[src/rtl/core/nif_pkg.sv]
// Package for the normalized integer to float converter.
// Holds the format codes, register map and fixed result patterns; no dependencies.
package nif_pkg;

	typedef enum logic [1:0] {
		FMT_SNORM8  = 2'd0,
		FMT_SNORM16 = 2'd1,
		FMT_UNORM8  = 2'd2,
		FMT_UNORM16 = 2'd3
	} fmt_t;

	localparam int unsigned PADDR_W = 3;
	localparam logic REG_FORMAT = 1'b0;

	localparam logic [31:0] NEG_ONE_BITS = 32'hBF80_0000;
	localparam logic [31:0] POS_ZERO_BITS = 32'h0000_0000;
	localparam logic [7:0] EXP_BASE = 8'd126;

endpackage

[src/rtl/core/nif_if.sv]
// Stream interfaces for texel requests and float results.
// Depends on nothing; used by the top level of the converter.
interface nif_in_if;
	logic valid;
	logic ready;
	logic [15:0] raw_value;
	modport source (output valid, output raw_value, input ready);
	modport sink (input valid, input raw_value, output ready);
endinterface

interface nif_out_if;
	logic valid;
	logic ready;
	logic [31:0] float_bits;
	modport source (output valid, output float_bits, input ready);
	modport sink (input valid, input float_bits, output ready);
endinterface

[src/rtl/core/nif_apb_regs.sv]
// APB register file holding the format select register.
// Depends on nif_pkg for the register map and format type.
module nif_apb_regs
	import nif_pkg::*;
(
	input  logic               clk,
	input  logic               arst_n,
	input  logic               psel,
	input  logic               penable,
	input  logic               pwrite,
	input  logic [PADDR_W-1:0] paddr,
	input  logic [31:0]        pwdata,
	output logic [31:0]        prdata,
	output logic               pready,
	output fmt_t               fmt
);

	fmt_t fmt_q;
	logic reg_hit;

	assign reg_hit = (paddr[2] == REG_FORMAT);
	assign pready = 1'b1;
	assign fmt = fmt_q;
	assign prdata = reg_hit ? {30'd0, fmt_q} : 32'd0;

	always_ff @(posedge clk or negedge arst_n) begin
		if (!arst_n) begin
			fmt_q <= FMT_SNORM8;
		end else if (psel && penable && pwrite && reg_hit) begin
			fmt_q <= fmt_t'(pwdata[1:0]);
		end
	end

endmodule

[src/rtl/core/nif_convert.sv]
// Conversion logic from a texel code to single-precision bits.
// The quotient by 2^n-1 is the n-bit magnitude repeated, so it is normalized
// and rounded directly. Depends on nif_pkg.
module nif_convert
	import nif_pkg::*;
(
	input  fmt_t        fmt,
	input  logic [15:0] raw_value,
	output logic [31:0] float_bits
);

	logic [15:0] mag;
	logic [15:0] aligned;
	logic [47:0] pattern;
	logic [48:0] rep7;
	logic [59:0] rep15;
	logic [47:0] shifted;
	logic [3:0]  lz;
	logic [24:0] rounded;
	logic [7:0]  exp_field;
	logic        neg;
	logic        special;
	logic [7:0]  neg8;
	logic [15:0] neg16;

	assign neg8 = 8'd0 - raw_value[7:0];
	assign neg16 = 16'd0 - raw_value;

	always_comb begin
		neg = 1'b0;
		special = 1'b0;
		mag = 16'd0;
		case (fmt)
			FMT_SNORM8: begin
				neg = raw_value[7];
				special = (raw_value[7:0] == 8'h80);
				mag = {8'd0, (raw_value[7] ? neg8 : raw_value[7:0])};
			end
			FMT_SNORM16: begin
				neg = raw_value[15];
				special = (raw_value == 16'h8000);
				mag = raw_value[15] ? neg16 : raw_value;
			end
			FMT_UNORM8: begin
				mag = {8'd0, raw_value[7:0]};
			end
			default: begin
				mag = raw_value;
			end
		endcase
	end

	assign rep7 = {7{mag[6:0]}};
	assign rep15 = {4{mag[14:0]}};

	always_comb begin
		case (fmt)
			FMT_SNORM8: begin
				aligned = {mag[6:0], 9'd0};
				pattern = rep7[48:1];
			end
			FMT_SNORM16: begin
				aligned = {mag[14:0], 1'b0};
				pattern = rep15[59:12];
			end
			FMT_UNORM8: begin
				aligned = {mag[7:0], 8'd0};
				pattern = {6{mag[7:0]}};
			end
			default: begin
				aligned = mag;
				pattern = {3{mag}};
			end
		endcase
	end

	always_comb begin
		lz = 4'd0;
		for (int i = 0; i < 16; i++) begin
			if (aligned[i]) begin
				lz = 4'(15 - i);
			end
		end
	end

	assign shifted = pattern << lz;
	assign rounded = {1'b0, shifted[47:24]} + {24'd0, shifted[23]};
	assign exp_field = EXP_BASE - {4'd0, lz} + {7'd0, rounded[24]};

	always_comb begin
		if (special) begin
			float_bits = NEG_ONE_BITS;
		end else if (mag == 16'd0) begin
			float_bits = POS_ZERO_BITS;
		end else begin
			float_bits = {neg, exp_field, (rounded[24] ? 23'd0 : rounded[22:0])};
		end
	end

endmodule

[src/rtl/core/normalized_int_to_float.sv]
// Top level of the normalized integer to float converter.
// Depends on nif_pkg, nif_if, nif_apb_regs and nif_convert.
//
//   channel   kind       payload
//   texel     sink       raw_value[15:0]
//   result    source     float_bits[31:0]
//   apb       config     format_sel at byte address 0
//
// One request per cycle while result.ready holds; each request passes the input register, then the result register.
// The input register feeds the conversion logic, which feeds the result register.
// A stalled result holds the pipeline; texel.ready falls only when both stages are full.
// arst_n clears both valid flags and sets format_sel to signed 8-bit.
module normalized_int_to_float
	import nif_pkg::*;
(
	input  logic               clk,
	input  logic               arst_n,
	nif_in_if.sink             texel,
	nif_out_if.source          result,
	input  logic               psel,
	input  logic               penable,
	input  logic               pwrite,
	input  logic [PADDR_W-1:0] paddr,
	input  logic [31:0]        pwdata,
	output logic [31:0]        prdata,
	output logic               pready
);

	fmt_t        fmt;
	fmt_t        fmt_s1;
	logic [15:0] raw_s1;
	logic        valid_s1;
	logic [31:0] bits_s2;
	logic        valid_s2;
	logic [31:0] conv_bits;
	logic        advance;

	nif_apb_regs u_regs (
		.clk     (clk),
		.arst_n  (arst_n),
		.psel    (psel),
		.penable (penable),
		.pwrite  (pwrite),
		.paddr   (paddr),
		.pwdata  (pwdata),
		.prdata  (prdata),
		.pready  (pready),
		.fmt     (fmt)
	);

	nif_convert u_conv (
		.fmt        (fmt_s1),
		.raw_value  (raw_s1),
		.float_bits (conv_bits)
	);

	assign advance = !valid_s2 || result.ready;
	assign texel.ready = !valid_s1 || advance;
	assign result.valid = valid_s2;
	assign result.float_bits = bits_s2;

	always_ff @(posedge clk or negedge arst_n) begin
		if (!arst_n) begin
			valid_s1 <= 1'b0;
			valid_s2 <= 1'b0;
		end else begin
			if (texel.ready) begin
				valid_s1 <= texel.valid;
			end
			if (advance) begin
				valid_s2 <= valid_s1;
			end
		end
	end

	always_ff @(posedge clk) begin
		if (texel.ready && texel.valid) begin
			raw_s1 <= texel.raw_value;
			fmt_s1 <= fmt;
		end
		if (advance && valid_s1) begin
			bits_s2 <= conv_bits;
		end
	end

`ifndef ASSERT_OFF
	a_hold_s1: assert property (@(posedge clk) disable iff (!arst_n)
		valid_s1 && !advance |=> valid_s1)
		else $error("Stage one request lost during a stall.");
	a_take_s1: assert property (@(posedge clk) disable iff (!arst_n)
		texel.valid && texel.ready |=> valid_s1)
		else $error("Accepted request did not reach stage one.");
	a_no_neg_zero: assert property (@(posedge clk) disable iff (!arst_n)
		valid_s2 |-> bits_s2 != 32'h8000_0000)
		else $error("Result is negative zero.");
	a_mag_le_one: assert property (@(posedge clk) disable iff (!arst_n)
		valid_s2 |-> bits_s2[30:23] <= 8'd127)
		else $error("Result magnitude exceeds one.");
`endif

endmodule
[src/flat_wrapper.sv]
// flat-port wrapper written by rule: the top's interface ports become plain ports
module normalized_int_to_float_flat import nif_pkg::*;
  (clk, arst_n, psel, penable, pwrite, paddr, pwdata, prdata, pready, texel_valid, texel_raw_value, texel_ready, result_valid, result_float_bits, result_ready);
  nif_in_if texel_i ();
  nif_out_if result_i ();
  input  logic clk;
  input  logic arst_n;
  input  logic psel;
  input  logic penable;
  input  logic pwrite;
  input  logic [PADDR_W-1:0] paddr;
  input  logic [31:0] pwdata;
  output logic [31:0] prdata;
  output logic pready;
  input wire logic [$bits(texel_i.valid)-1:0] texel_valid;
  input wire logic [$bits(texel_i.raw_value)-1:0] texel_raw_value;
  output wire logic [$bits(texel_i.ready)-1:0] texel_ready;
  output wire logic [$bits(result_i.valid)-1:0] result_valid;
  output wire logic [$bits(result_i.float_bits)-1:0] result_float_bits;
  input wire logic [$bits(result_i.ready)-1:0] result_ready;
  assign texel_i.valid = texel_valid;
  assign texel_i.raw_value = texel_raw_value;
  assign texel_ready = texel_i.ready;
  assign result_valid = result_i.valid;
  assign result_float_bits = result_i.float_bits;
  assign result_i.ready = result_ready;
  normalized_int_to_float u_core (.clk(clk), .arst_n(arst_n), .texel(texel_i), .result(result_i), .psel(psel), .penable(penable), .pwrite(pwrite), .paddr(paddr), .pwdata(pwdata), .prdata(prdata), .pready(pready));
endmodule
[config.mk]
export PLATFORM = sky130hd
export DESIGN_NAME = normalized_int_to_float_flat
export DESIGN_NICKNAME = d
export VERILOG_FILES = /design/src/rtl/core/nif_pkg.sv /design/src/rtl/core/nif_if.sv /design/src/rtl/core/nif_apb_regs.sv /design/src/rtl/core/nif_convert.sv /design/src/rtl/core/normalized_int_to_float.sv /design/src/flat_wrapper.sv
export SDC_FILE = /design/constraint.sdc
export NUM_CORES = 1
export LEC_CHECK = 0
export CORE_MARGIN = 2
export CORE_UTILIZATION = 60
export CTS_BUF_LIST = sky130_fd_sc_hd__clkbuf_8
export DETAILED_ROUTE_END_ITERATION = 16
export DONT_BUFFER_PORTS = 1
export PLACE_DENSITY = 0.79
export SLEW_MARGIN = 20
export SYNTH_ARGS = -nofsm -noshare
export SYNTH_HDL_FRONTEND = slang
export SYNTH_SLANG_ARGS = --single-unit
[constraint.sdc]
create_clock -name clk -period 5.8 [get_ports clk]
set_clock_uncertainty 0.2 [all_clocks]
set_input_delay 0.58 -clock clk [delete_from_list [all_inputs] [get_ports clk]]
set_output_delay 0.58 -clock clk [all_outputs]
set_load 0.1 [all_outputs]
### After elaboration in Yosys (flattened, before gate mapping)

Cells that the tools add are included.

* input bits: 58
* word-level logic and storage cells: 58
* bits in registers: 54
* output and inout bits: 67

* shifts and indexed selects: 1
* add/sub/neg operators: 5
* equal/unequal tests: 4
* reductions and logical operators: 13
* bitwise operators: 1
* mux-type cells: 26

Operators with widths (number)
* 48-bit case mux with 3 select lines: 1
* 16-bit case mux with 3 select lines: 2
* 4-bit two-way mux: 16
* 48-bit by 4-bit left shift with 48-bit output: 1
* 32-bit two-way mux: 1
* 24-bit by 1-bit adder with 25-bit output: 1
* 23-bit two-way mux: 1
* 16-bit == test (second input constant): 1
* 16-bit logical NOT: 1
* 16-bit two-way mux: 1
* 1-bit by 16-bit subtractor with 16-bit output (first input constant): 1
* 8-bit by 1-bit adder with 8-bit output: 1
* 8-bit == test (second input constant): 1
* 8-bit two-way mux: 1
* 1-bit by 8-bit subtractor with 8-bit output (first input constant): 1
* 7-bit by 4-bit subtractor with 8-bit output (first input constant): 1
* 1-bit logical AND: 5
* 1-bit case mux with 2 select lines: 2
* 3-bit OR reduction: 1
* 2-bit by 1-bit == test with 1-bit output (second input constant): 1
* 2-bit == test (second input constant): 1
* 1-bit logical NOT: 2
* 2-bit logical NOT: 1
* 1-bit logical OR: 2
* other kinds (3): 3

### Depth between registers and ports, before layout

Gate-level depths: netlist of the first run.

* word-level depth: 24
* depth in mapped cells: 30

### Hierarchy

A second synthesis of the first run with hierarchy kept.

* cell total of the unflattened synthesis: 792
* area, all modules: 6516.2 um^2

Modules (own cells, without submodules)
* nif_convert: instances 1, area each 4549.4 um^2, cells each 694
* normalized_int_to_float: instances 1, area each 1605.3 um^2, cells each 58
* nif_apb_regs: instances 1, area each 361.6 um^2, cells each 40

### Worst setup path after synthesis of the first run

No wires, ideal clock.

* path kind: flip-flop to flip-flop
* start: register u_core.raw_s1[0]
* end: register u_core.bits_s2[25], in the netlist u_core.result.float_bits[25] (data pin)
* path slack: -180 ps
* data required time: 5313 ps
* arrival: 5494 ps
* setup time: 287 ps
* buffers on the path: 5
* stages on the path, launching flop included: 26
* cell sequence: edfxtp_1 > clkbuf_1 > inv_1 > ha_1 > and3_1 > and4_1 > or4_4 > o31a_1 > nor4_4 > a21boi_1 > buf_2 > buf_2 > buf_1 > nand2_1 > o21ai_0 > mux2i_1 > o22ai_1 > ha_1 > ha_1 > and3_1 > buf_2 > nand4_2 > ha_1 > ha_1 > xnor2_1 > o21ai_0

* longest elaborated chain between the ends: 24
* elaborated cells on any way between the ends: 32

Ends and longest elaborated chain
* start, declared: RTL line normalized_int_to_float.sv:31 `logic [15:0] raw_s1;`
* start signal, assigned: RTL line normalized_int_to_float.sv:78 `raw_s1 <= texel.raw_value;`
* 1-bit by 16-bit subtractor with 16-bit output or 1-bit by 8-bit subtractor with 8-bit output (tied branches): RTL line nif_convert.sv:27, nif_convert.sv:26
* 16-bit two-way mux or 8-bit two-way mux (tied branches): RTL line nif_convert.sv:42, nif_convert.sv:37
* 16-bit case mux with 3 select lines: RTL line nif_convert.sv:33 `case (fmt)`
* 16-bit case mux with 3 select lines: RTL line nif_convert.sv:57 `case (fmt)`
* 4-bit two-way mux (16 in a row): RTL line nif_convert.sv:80 `if (aligned[i]) begin`
* 48-bit by 4-bit left shift with 48-bit output: RTL line nif_convert.sv:86 `assign shifted = pattern << lz;`
* 24-bit by 1-bit adder with 25-bit output: RTL line nif_convert.sv:87 `assign rounded = {1'b0, shifted[47:24]} + {24'd0, shifted[23]};`
* 8-bit by 1-bit adder with 8-bit output: RTL line nif_convert.sv:88 `assign exp_field = EXP_BASE - {4'd0, lz} + {7'd0, rounded[24]};`
* 32-bit two-way mux: RTL line nif_convert.sv:93 `end else if (mag == 16'd0) begin`
* end signal, assigned: RTL line normalized_int_to_float.sv:82 `bits_s2 <= conv_bits;`
* end, declared: RTL line normalized_int_to_float.sv:33 `logic [31:0] bits_s2;`

Parallel ways exist; a longest one is shown, timed or not.
A chain may end at the register's enable or synchronous reset.

### Worst setup path in the final report of the first run

* start: register u_core.raw_s1[8]
* end: register u_core.bits_s2[25], in the netlist u_core.result.float_bits[25] (data pin)

* longest elaborated chain between the ends: 16
* elaborated cells on any way between the ends: 21

Ends and longest elaborated chain
* 1-bit by 16-bit subtractor with 16-bit output: RTL line nif_convert.sv:27 `assign neg16 = 16'd0 - raw_value;`
* 16-bit two-way mux: RTL line nif_convert.sv:42 `mag = raw_value[15] ? neg16 : raw_value;`
* 16-bit case mux with 3 select lines: RTL line nif_convert.sv:33
* 16-bit case mux with 3 select lines: RTL line nif_convert.sv:57
* 4-bit two-way mux (8 in a row): RTL line nif_convert.sv:80
* 48-bit by 4-bit left shift with 48-bit output: RTL line nif_convert.sv:86
* 24-bit by 1-bit adder with 25-bit output: RTL line nif_convert.sv:87
* 8-bit by 1-bit adder with 8-bit output: RTL line nif_convert.sv:88
* 32-bit two-way mux: RTL line nif_convert.sv:93

Parallel ways exist; a longest one is shown, timed or not.

==> run metrics, run 1 <==
status completed; simple-gate share of the synthesized area 24.5%; Leak 2.59 nW; Util after Layout 67.7%; Tcrit/Tclk final 95.9%; Power Dens Cells 389 mW/mm^2; fin cells 964; CTS tree yes; ranking of synthesized cells by area edfxtp_1 22%, mux2i_1 5.0%, nand2_1 4.2%; Post-synth EDFFs 48; # rows 37; initial antenna violation count 0; Mapped Area 0.00647 sq mm; Synth warnings 0; drt via density 7.25; die area 0.0116 sq mm; total power 2.74 mW; Finish-stage setup viols 0; most frequent cell after synthesis nand2_1; drt first pass iters 6; vias after detailed routing 6,993; DP HPWL 17,000 um; Worst Hold Path Cells 0; min Tclk post-route 5560 ps; Port Buffer Count 0; Clock Pin Slew Worst Setup and Hold Paths 120 ps; global placer's final weighted congestion 1.12; Min-Delay Path Class input pin to register; Slowest-stage cell, CP or4_1; die width 108 um; slowest stage delay, CP 650 ps; worst setup path class register to register; critical path's most frequent cell ha_1; number of remaining DRC errors 0; sequential area share after synthesis 23.8%; # nets final 892; Final Max Slew Viols 0; per-cell routed wire length 23.1 um; Worst Reg2Reg Path Length in Cells 18; Area Overhead vs Synth 9.06%; CP delay by family, top simple AND/OR/NAND/NOR gates; area leader, netlist edfxtp_1; Chip Height 108 um; fillers 906; Max Root-Sink Buffers 2; Slew @ Worst Pin 1130 ps; Final Hold Viols 0; Yosys top cell area share 22.3%; CTS sink count 52; DR iter-0 viols 1,078; layout cells sized above 1 16.5%; Stages on worst setup path 18; GRT Overall Usage 39.1%; library cells used by synthesis 96; max cap viols 0; clock root cell clkbuf_8; synthesized-area fraction occupied by adder cells 1.35%; final WL 22,300 um; total negative setup slack 0 ps; Num CTS Buffers 5; placed instance count 952; top post-synthesis cells by count 73 x nand2_1, 64 x nor2_1, 48 x edfxtp_1; RSZ-0062 raised after global routing false; first-pass GRT wire length 35,100 um; worst hold margin 124 ps; Syn Area/Cell 8.02 sq um; Critical Path RT 5680 ps; combinational family with the most area after synthesis compound AO/OA/AOI/OAI gates; Worst setup EP type register; Mapped Cells 806; Compound-Gate Fraction of Synth Area 30.9%; IO Count 125; startpoint class of the critical path register; Synth Area in XOR/XNOR 3.79%; Initial Util 62.1%; Slew headroom 24.5%; Arrival @ worst endpoint 5440 ps; predominant post-synthesis flop cell edfxtp_1; crit-path max FO 26; Worst Path Buf+Inv 1; n_diodes 0; Post-DRT Antenna Nets 0; multiplexer share of the synthesized area 6.87%; peak supply drop 0.297 mV; crit-path cells or4_1 > o41ai_2 > xnor2_1 > a31oi_4 > nand2_2 > o21ai_4 > buf_12 > mux2i_1 > mux2i_1 > o22ai_1 > ha_1 > ha_1 > and3_1 > nand4_2 > ha_1 > ha_1 > xnor2_1 > o21ai_0; vias in the first global route 6,388; max frequency 0.180 GHz; asr flop ratio synth 7.69%; clock latency on the worst-skew pair 330 ps; total core area 0.0104 sq mm; Synth Register Bits 52; largest net degree at the start of global routing 66; grt total ovfl 0; CTS H-tree depth 2
## routing by layer
| metal | GRT usage, % | up-vias | wire length, um |
|---|---|---|---|
| li1 | - | 3095 | - |
| met1 | 54.8 | 3239 | 8750 |
| met2 | 57.4 | 581 | 9340 |
| met3 | 9.20 | 78 | 3250 |
| met4 | 16.4 | 0 | 928 |
| met5 | 0 | - | 0 |
## where the power goes
| part | internal [mW] | switching (mW) |
|---|---|---|
| combinational | 0.538 | 0.975 |
| sequential | 0.514 | 0.401 |
| clock | 0.174 | 0.140 |
## cell families after synthesis
group           Yosys count
other cells               2
fa+ha+maj                 7
compound gates          275
mux                      42
flops                    52
xor+xnor                 28
buf+inv                 105
simple gates            295
## stage by stage
step / area, sq um / worst slack (ps)
after floorplan: 6580 / 33.2
after global placement: 6860 / 330
after detailed placement: 6860 / 111
after CTS: 7000 / 62.7
after global routing: 7050 / 16.9
final: 7050 / 239
## layout by cell type (no fill, tap or decap), types with 5 or more instances in the layout
cell	instances
o211ai_1	18
a211oi_1	28
o221ai_1	7
nand3b_1	5
buf_4	70
o22ai_1	12
clkbuf_8	5
or4_1	5
mux2i_1	31
ha_1	6
a21oi_1	47
a221oi_1	5
nand2_1	73
o31ai_1	9
inv_1	9
edfxtp_1	48
mux2_2	9
nor2_1	64
nand4_1	9
nand3_1	17
a31oi_1	13
o21bai_1	5
a21o_1	5
nor2b_1	10
nor4_1	12
o21ai_0	47
a211o_1	6
conb_1	32
nand2b_1	11
xnor2_1	19
xor2_1	9
a22oi_1	6
and2_1	11
o21a_1	8
and3_1	12
nor3_1	26
## layout make-up
type	instances	area (sq um)	share of cell area, %
timing repair buffer	76	643	9.12
inverter	13	51.3	0.727
clock buffer	5	68.8	0.976
clock inverter	3	68.8	0.976
sequential	52	1540	21.9
tap	136	170	2.41
multi-input combinational	679	4510	63.9
## worst paths after layout
kind	startpoint	end	slack (ps)
min in group asynchronous	arst_n	u_core.result.valid$_DFFE_PN0P_	290
max in group asynchronous	arst_n	u_core.u_regs.fmt[0]$_DFFE_PN0P_	4920
max reg2reg	u_core.raw_s1[8]$_DFFE_PP_	u_core.result.float_bits[25]$_SDFFCE_PP1P_	240
min	texel_raw_value[14]	u_core.raw_s1[14]$_DFFE_PP_	120
min reg2reg	u_core.u_regs.fmt[1]$_DFFE_PN0P_	u_core.fmt_s1[1]$_DFFE_PP_	270
max	u_core.raw_s1[8]$_DFFE_PP_	u_core.result.float_bits[25]$_SDFFCE_PP1P_	240
## worst register-to-register path, cell delays in order (launching register included)
cell	delay (ps)
edfxtp_1	590
or4_1	650
o41ai_2	300
xnor2_1	260
a31oi_4	330
nand2_2	210
o21ai_4	260
buf_12	210
mux2i_1	330
mux2i_1	220
o22ai_1	200
ha_1	230
ha_1	170
and3_1	240
nand4_2	180
ha_1	250
ha_1	200
xnor2_1	170
o21ai_0	80
## state kept, by name, summed over array words and instances, names as in the netlist
name and cells:
u_core.u_regs.fmt 2, u_core.result.float_bits 30, u_core.result.valid 1, u_core.valid_s1 1
u_core.fmt_s1 2, u_core.raw_s1 16
## repair_timing
item | in CTS | in global routing
hold buffers | 1 | 0
gates resized for setup | 0 | 7
endpoints found under the hold margin | 4 | 0
setup buffers | 0 | 3
endpoints found under the setup margin | 0 | 27
Power figures use the tool's default switching activity.
==> inputs of run 2 (changes only) <==
--- a/config.mk
+++ b/config.mk
@@ -5,6 +5,7 @@
 export SDC_FILE = /design/constraint.sdc
 export NUM_CORES = 1
 export LEC_CHECK = 0
+export ABC_AREA = 1
 export CORE_MARGIN = 2
 export CORE_UTILIZATION = 60
 export CTS_BUF_LIST = sky130_fd_sc_hd__clkbuf_8
==> constraint.sdc (replaced) <==
create_clock -name clk -period 5.8 [get_ports clk]
set_clock_uncertainty 0.2 [all_clocks]
set_input_delay 0.58 -clock clk [delete_from_list [all_inputs] [get_ports clk]]
set_output_delay 0.58 -clock clk [all_outputs]
set_load 0.005 [all_outputs]
==> run 2 against run 1 <==
Synthesized cell count up 25%. Sequential share of layout area up 1.9 points. Combinational power fell by 5%. Synthesized area down 4.5%. Wire length fell by 17%. Cell count increased by 20%. Sequential power fell by 39%. Sequential cell count unchanged. Register-to-register slack better by 230 ps. Non-clock buffer count shrank 36. Design area shrank 8.1%. First-iteration DRC count shrank 47%.
==> run metrics, run 2 <==
Mapped Area 0.00617 sq mm; R2R Setup Slk 470 ps; Tcrit/Tclk final 91.9%; Post-synth EDFFs 48; clock latency on the worst-skew pair 330 ps; Post-DRT Antenna Nets 0; max FFs per register 30; Synth warnings 0; top post-synthesis cells by count 298 x nand2_1, 206 x nand3_1, 116 x inv_1; Arrival @ worst endpoint 5220 ps; Sequential Power Share 25.2%; Min-Delay Path Class input pin to register; placed instance count 1,131; Worst setup EP type register; Syn Area/Cell 6.13 sq um; final WL 18,500 um; startpoint class of the critical path register; CTS sink count 52; Internal Power 1.07 mW; predominant post-synthesis flop cell edfxtp_1; # rows 37; Worst Hold Path Cells 0; # nets final 1,082; RR Startpoint u_core.raw_s1[0]$_DFFE_PP_; total core area 0.0101 sq mm; Combinational Power Share 64.5%; IO Count 125; fin cells 1,154; Mapped Cells 1,007; global placer's final weighted congestion 0.985; most common cell after layout, fill and taps aside nand2_1; drt first pass iters 5; total negative setup slack 0 ps; Slew headroom 36.3%; Power Dens Cells 343 mW/mm^2; grt total ovfl 0; library cells used by synthesis 49; reg-to-reg endpoint u_core.result.float_bits[25]$_SDFFCE_PP1P_; ranking of synthesized cells by area edfxtp_1 23%, nand2_1 18%, nand3_1 17%; Worst Reg2Reg Path Length in Cells 33; max cap viols 0; crit path to u_core.result.float_bits[25]$_SDFFCE_PP1P_; vias after detailed routing 6,545; layout cells sized above 1 11.4%; die width 105 um; largest net degree at the start of global routing 34; number of remaining DRC errors 0; most frequent cells in the layout 295 x nand2_1, 205 x nand3_1, 114 x inv_1; n_diodes 0; vias in the first global route 5,798; status completed; Util after Layout 63.9%; Slew @ Worst Pin 953 ps; Synth Register Bits 52; first-pass GRT wire length 28,700 um; crit-path max FO 21; slowest stage delay, CP 490 ps; Yosys top cell area share 23.4%; Initial Util 60.9%; peak supply drop 0.159 mV; Clock Pin Slew Worst Setup and Hold Paths 110 ps; clock power share 10.3%; initial antenna violation count 0; area leader, netlist edfxtp_1; worst setup path class register to register; die area 0.0111 sq mm; GRT Overall Usage 32.7%; pre-CTS WS 234 ps; switch share 52.0%; Num CTS Buffers 5; critical path's most frequent cell nand2_1; Final Max Slew Viols 0; Chip Height 105 um; per-cell routed wire length 16.0 um; DP HPWL 15,000 um; drt via density 5.67; Leak 3.23 nW; asr flop ratio synth 7.69%; Final Hold Viols 0; max frequency 0.188 GHz; Worst Setup SP u_core.raw_s1[0]$_DFFE_PP_; Area Overhead vs Synth 4.97%; Sw Pwr 1.16 mW; Port Buffer Count 0; Finish-stage setup viols 0; Critical Path RT 5690 ps; Slowest-stage cell, CP edfxtp_1; Worst Setup Slack, final 467 ps; clock root cell clkbuf_8; Max Root-Sink Buffers 2; min Tclk post-route 5330 ps; DR iter-0 viols 570; CTS tree yes; CTS H-tree depth 2; most frequent cell after synthesis nand2_1; sequential area share after synthesis 25.0%
[run 2: changes by cell type in the layout (fill, tap and decap cells not counted), moves of 32 or more]
cell	previous run	this run
inv_1	9	114
nor2_1	64	97
nand3_1	17	205
a21oi_1	47	10
o21ai_0	47	15
buf_4	70	36
nand2_1	73	295
[run 2: repair_timing]
item	4_1_cts	5_1_grt
endpoints found under the hold margin	4	0
hold buffers	1	0
gates resized for setup	0	18
endpoints found under the setup margin	0	4
buffers inserted	0	13
[run 2: metal layers]
metal,share of wire (%),vias to the layer above,track usage [%]
li1,-,3239,-
met1,39,2901,39.0
met2,49,344,56.9
met3,7.2,61,4.95
met4,5.1,0,16.2
met5,0,-,0
[run 2: cells by family after synthesis]
| group | after synthesis | share of synthesized area [%] |
|---|---|---|
| AO/OA/AOI/OAI | 68 | 6.87 |
| XOR/XNOR | 7 | 0.993 |
| adder cells (fa/ha/maj) | 7 | 1.42 |
| buffers and inverters | 199 | 15.9 |
| flip-flops | 52 | 25.0 |
| other | 2 | 0.122 |
| AND/OR/NAND/NOR | 672 | 49.7 |
[run 2: area by class of cell]
class / count / area [sq um]
fill: 987 / 3660
multi-input combinational: 787 / 3840
clock buffer: 5 / 68.8
sequential: 52 / 1540
timing repair buffer: 40 / 332
inverter: 131 / 495
clock inverter: 3 / 27.5
tap: 136 / 170
[run 2: power by group through the flow]
| stage | registers, mW | clock network, mW | logic [mW] |
|---|---|---|---|
| floorplan | 0.559 | 0 | 1.07 |
| global placement | 0.577 | 0 | 1.32 |
| detailed placement | 0.580 | 0 | 1.34 |
| CTS | 0.571 | 0.234 | 1.34 |
| global route | 0.570 | 0.248 | 1.59 |
| finish | 0.561 | 0.229 | 1.43 |
[run 2: stage by stage]
stage,hold WS (ps),power (mW),area (sq um)
floorplan,84.4,1.62,6280
global placement,84.6,1.90,6180
detailed placement,84.6,1.92,6180
CTS,129,2.15,6290
global route,117,2.41,6480
finish,139,2.22,6480
[run 2: worst max-delay path, delay by kind of cell, from the launching register on]
kind,cells,cell delay [ps]
AOI/OAI and AO/OA,3,410
adders and majority gates,5,1010
buffers and inverters,4,410
DFF,1,490
and+or+nand+nor,21,2560
[run 2: worst min path at each step]
| stage | slack (ps) | endpoint | startpoint |
|---|---|---|---|
| after global placement | 80 | u_core.u_regs.fmt[1]$_DFFE_PN0P_ | arst_n |
| after floorplan | 80 | u_core.result.valid$_DFFE_PN0P_ | arst_n |
| after detailed placement | 80 | u_core.u_regs.fmt[1]$_DFFE_PN0P_ | arst_n |
| after global routing | 120 | u_core.raw_s1[4]$_DFFE_PP_ | texel_raw_value[4] |
| after CTS | 130 | u_core.raw_s1[15]$_DFFE_PP_ | texel_raw_value[15] |
| final | 140 | u_core.raw_s1[4]$_DFFE_PP_ | texel_raw_value[4] |
